===== config.mk =====
export PLATFORM = sky130hd
export DESIGN_NAME = ptwa_alu
export DESIGN_NICKNAME = d
export VERILOG_FILES = /design/src/rtl/ptwa_pkg.sv /design/src/rtl/ptwa_alu.sv
export SDC_FILE = /design/constraint.sdc
export NUM_CORES = 1
export LEC_CHECK = 0
export BUFFER_PORTS_ARGS = -buffer_cell sky130_fd_sc_hd__buf_2
export CAP_MARGIN = 30
export CORE_ASPECT_RATIO = 1.75
export CORE_MARGIN = 8
export CORE_UTILIZATION = 40
export DETAILED_ROUTE_END_ITERATION = 10
export GPL_TIMING_DRIVEN = 0
export PLACE_DENSITY = 0.74
export SETUP_SLACK_MARGIN = 0.02
export SLEW_MARGIN = 25
export SYNTH_ARGS = -nofsm -noshare
export SYNTH_HDL_FRONTEND = slang
export SYNTH_SLANG_ARGS = --single-unit

===== constraint.sdc =====
create_clock -name vclk -period 4.9
set_clock_uncertainty 0.2 [all_clocks]
set_input_delay 0.245 -clock vclk [all_inputs]
set_output_delay 0.245 -clock vclk [all_outputs]
set_load 0.05 [all_outputs]

===== src/rtl/ptwa_pkg.sv =====
// ----------------------------------------------------------------------------
// ptwa_pkg : shared types and constants of the page table walker
// Request and result payloads, store entry format and shared unit op codes.
// ----------------------------------------------------------------------------
`default_nettype none

package ptwa_pkg;

  localparam int ADDR_W        = 52;
  localparam int VA_W          = 48;
  localparam int FRAME_W       = 40;
  localparam int PAGE_SHIFT    = 12;
  localparam int TABLE_PAGES_DEF = 16;
  localparam logic [ADDR_W-1:0] ALLOC_TOP_RST = 52'd65536;

  typedef struct packed {
    logic [VA_W-1:0] virt_addr;
    logic [1:0]      levels_below;
  } in_item_t;

  typedef struct packed {
    logic [ADDR_W-1:0] entry_addr;
    logic [1:0]        tables_added;
    logic              fault;
  } out_item_t;

  // A stored entry is either absent or a present table frame; a single present
  // bit marks it and is set on allocation.
  typedef struct packed {
    logic               present;
    logic [FRAME_W-1:0] frame;
  } entry_t;

  typedef logic [1:0] alu_op_t;
  localparam alu_op_t ALU_WIN  = 2'd0;  // a - b inside the store window
  localparam alu_op_t ALU_POOL = 2'd1;  // a - b leaves room for one page
  localparam alu_op_t ALU_DEC  = 2'd2;  // a - one page

  localparam logic [1:0] REG_WINDOW_BASE = 2'd0;
  localparam logic [1:0] REG_ROOT_TABLE  = 2'd1;
  localparam logic [1:0] REG_ALLOC_TOP   = 2'd2;

endpackage

`default_nettype wire


===== src/rtl/ptwa_alu.sv =====
// ----------------------------------------------------------------------------
// ptwa_alu : shared subtract and range compare unit
// One 52-bit subtractor serves window checks, pool checks and pointer lowering.
// ----------------------------------------------------------------------------
`default_nettype none

module ptwa_alu #(
  parameter int TABLE_PAGES = ptwa_pkg::TABLE_PAGES_DEF
) (
  input  wire ptwa_pkg::alu_op_t         op,
  input  wire logic [ptwa_pkg::ADDR_W-1:0] a,
  input  wire logic [ptwa_pkg::ADDR_W-1:0] b,
  output logic      [ptwa_pkg::ADDR_W-1:0] diff,
  output logic                             ok
);
  import ptwa_pkg::*;

  localparam logic [ADDR_W-1:0] PAGE_BYTES   = ADDR_W'(1) << PAGE_SHIFT;
  localparam logic [ADDR_W-1:0] WINDOW_BYTES = ADDR_W'(TABLE_PAGES) << PAGE_SHIFT;

  logic [ADDR_W-1:0] rhs;
  logic [ADDR_W:0]   full;
  logic              borrow;

  always_comb begin
    rhs    = (op == ALU_DEC) ? PAGE_BYTES : b;
    full   = {1'b0, a} - {1'b0, rhs};
    borrow = full[ADDR_W];
    diff   = full[ADDR_W-1:0];
    case (op)
      ALU_WIN:  ok = !borrow && (diff < WINDOW_BYTES);
      ALU_POOL: ok = !borrow && (diff >= PAGE_BYTES);
      ALU_DEC:  ok = 1'b1;
      default:  ok = 1'b0;
    endcase
  end

endmodule

`default_nettype wire


==> run summary <==
The hold violation count in the final report came to 0. The number of clock-tree buffers in the layout is 0. The cell area after synthesis is about 3800 um2. The initial utilization of the core area, before any placement, comes to 0.408. The total congestion overflow came out at 0. The run finished, with violations left. The number of max-capacitance violations reported is 0. The core area came out at about 9400 um2. The transition at the pin with the smallest max-transition slack came out at slightly below 0.6 ns. The first-pass GRT wire length is 24900 um. The total power after layout is between 1 and 1.5 mW. Counting every net in the synthesized netlist gives about 740. The top cell types in the final layout, fill and taps aside, are sky130_fd_sc_hd__buf_2 (157), sky130_fd_sc_hd__nand2_1 (95), sky130_fd_sc_hd__a21oi_1 (67), sky130_fd_sc_hd__ha_1 (46), sky130_fd_sc_hd__o21ai_0 (34). The number of global-route vias before repair came to ~5.3k. The worst-case vdd ir drop is 216 uV. The ratio of cells with drive above 1 in the final layout came out at 0.346.

The per-cell routed wire length came out at 18.6 um. The number of placement rows is 47. The number of nets still failing antenna checks after routing is 0. There are 0 flip-flops and latches. The floorplan die area is between 10000 and 15000 um2. The average size of a mapped cell came out at around 6.5 um2. The placer congestion estimate came out at 0.967. After technology mapping, the gate count stands at 585. The share of the clock period used by the worst path after layout is 1.07.

Timing would allow up to between 150 and 200 MHz. The register area came out at 0 um2. The min-delay analysis places its worst path in the category primary input to output port. The final-report setup violation count is 1.

The multi-input logic area is 4010 um2. The layout has between 800 and 900 filler cells. The number of I/O port buffers came out at 159. For this run, the number of Yosys warnings is 0.

The count of nets after finishing came out at between 900 and 1k. The worst setup path is launched from a primary input. The type of the worst setup path is primary input to output port.

The checks that failed: setup timing. The largest net degree at the start of global routing came out at 11. The cell area power density is ~240 nW/um2. The largest incremental delay on the critical path came out at between 0.5 and 0.6 ns.

The number of iterations in the first detailed-routing pass came out at 5. The number of top-level pins came out at 159. The share of the core filled with cells in the final layout came out at 0.583. The count of placed standard cells including taps came out at just under 900. The count of routing violations after the opening detailed-route iteration came out at 244. Dividing the detail-routed via count by the number of cells gives 5.93. The total track usage is 0.222. Setup repair after global routing could not meet its margin everywhere.

The number of antenna diodes in the final layout is 0. The biggest fanout along the worst timing path is 10. The vias after detailed routing came out at 5259. The distinct cell type count after synthesis came out at approximately 80.

In this run the tightest slew margin relative to its limit is 0.601. The data required time of the critical path is roughly 4.5 ns. The leakage dissipation is ~2.5 nW. The max-slew violation count came out at 0.

The master of the slowest instance on the critical path is sky130_fd_sc_hd__or4_4. The half-perimeter wire length after detailed placement is 13600 um. The detailed-route wire length is approximately 17000 um.

The shortest period the worst path allows came out at about 5.2 ns. The floorplan step set the die height to around 150 um. The cell depth of the worst min-delay path is 3. The number of non-filler instances in the completed layout is 887. The sequential-to-total area share from yosys stat came out at 0. The relative area change from synthesis to final layout is 42.7%. After layout, the worst setup slack is -0.319 ns.

The initial antenna violation count came out at 0. The leading cell type in the layout, fill and taps excluded is sky130_fd_sc_hd__buf_2. The count of unresolved DRC violations after routing came out at 0. The type of destination of the critical path is an output port. Walking the worst path, the cells encountered are buf_8 > nand2b_4 > buf_8 > clkbuf_16 > nand2_1 > ha_1 > clkbuf_8 > nand4_1 > or4_4 > o211ai_1 > nor2_2 > a2111oi_4 > nor2_4 > xnor2_4 > or4_4 > nor4b_4 > nand4b_1 > nor3b_4 > a2111oi_4 > buf_6.

The width of the die is about 90 um. The arrival time of data at the critical path endpoint came out at 4.77 ns.
[critical path, delay by kind of cell]
family	cells	cell delay, ns
adders and majority gates	1	0.29
and+or+nand+nor	10	2.36
xor gates and xnor gates	1	0.15
AOI/OAI and AO/OA	3	0.97
buffers and inverters	5	0.73
[cell type report]
class | instances | area share
Buffer | 24 | 0.0439
Multi-Input combinational cell | 542 | 0.735
Timing Repair Buffer | 180 | 0.180
Inverter | 19 | 0.0131
Tap cell | 122 | 0.0280
[kinds of logic after synthesis]
family	count (synthesis)	synth area share
AND/OR/NAND/NOR	235	0.304
multiplexers	1	0.00295
adder cells (fa/ha/maj)	53	0.176
AO/OA/AOI/OAI	214	0.381
buffers and inverters	43	0.0469
XOR/XNOR	39	0.0895
[layer usage]
layer,wire [um],part of all wire,track usage,vias to the layer above
li1,-,-,-,2547
met1,6270,0.38,0.225,2462
met2,8700,0.53,0.432,199
met3,794,0.048,0.0310,51
met4,771,0.047,0.0981,0
met5,0,0,0,-
[Yosys cell counts (2+ instances only)]
library cell	instances	area [um2]
sky130_fd_sc_hd__a2111oi_2	2	30.0
sky130_fd_sc_hd__a211o_1	6	52.6
sky130_fd_sc_hd__a211oi_1	16	120
sky130_fd_sc_hd__a21o_1	13	97.6
sky130_fd_sc_hd__a21oi_1	70	350
sky130_fd_sc_hd__a31oi_1	4	25.0
sky130_fd_sc_hd__and2_1	6	37.5
sky130_fd_sc_hd__and3_1	6	37.5
sky130_fd_sc_hd__and4_1	2	17.5
sky130_fd_sc_hd__buf_2	7	35.0
sky130_fd_sc_hd__clkbuf_1	15	56.3
sky130_fd_sc_hd__ha_1	52	651
sky130_fd_sc_hd__inv_1	19	71.3
sky130_fd_sc_hd__nand2_1	99	372
sky130_fd_sc_hd__nand2b_1	6	37.5
sky130_fd_sc_hd__nand3_1	11	55.1
sky130_fd_sc_hd__nand3b_1	2	15.0
sky130_fd_sc_hd__nand4_1	15	93.8
sky130_fd_sc_hd__nand4b_1	2	17.5
sky130_fd_sc_hd__nor2_1	35	131
sky130_fd_sc_hd__nor2b_1	8	50.1
sky130_fd_sc_hd__nor3_1	13	65.1
sky130_fd_sc_hd__nor3b_1	3	22.5
sky130_fd_sc_hd__nor4_1	5	31.3
sky130_fd_sc_hd__o211a_1	2	20.0
sky130_fd_sc_hd__o211ai_1	7	52.6
sky130_fd_sc_hd__o21a_1	12	90.1
sky130_fd_sc_hd__o21ai_0	35	175
sky130_fd_sc_hd__o21ai_1	4	20.0
sky130_fd_sc_hd__o21bai_1	12	90.1
sky130_fd_sc_hd__o31ai_1	4	30.0
sky130_fd_sc_hd__or2_2	3	18.8
sky130_fd_sc_hd__or3_1	5	31.3
sky130_fd_sc_hd__or4_1	3	22.5
sky130_fd_sc_hd__xnor2_1	25	219
sky130_fd_sc_hd__xor2_1	14	123
[through the flow]
stage	setup slack, ns	hold slack [ns]	area (um2)	setup TNS (ns)
floorplan	0.0479	0.415	3940	0
global placement	-0.797	0.714	4890	-0.797
detailed placement	-0.818	0.711	4890	-0.818
CTS	-0.209	0.641	5150	-0.209
global route	-0.538	0.653	5450	-0.538
finish	-0.319	0.643	5450	-0.319
[what timing repair did]
| action | in CTS | in global routing |
|---|---|---|
| resized for setup | 50 | 34 |
| setup buffers | 2 | 19 |
| setup endpoints to repair | 1 | 1 |
| hold buffers | 0 | 0 |
| pin swaps | 7 | 23 |
[final timing paths]
check,end,start
max,ok,op[0]
min,ok,op[1]
[power by group]
group	leakage (nW)	total [mW]	internal, mW	switching (mW)
sequential	0	0	0	0
combinational	2.55	1.32	0.409	0.911
clock	0	0	0	0
Power figures use the tool's default switching activity.
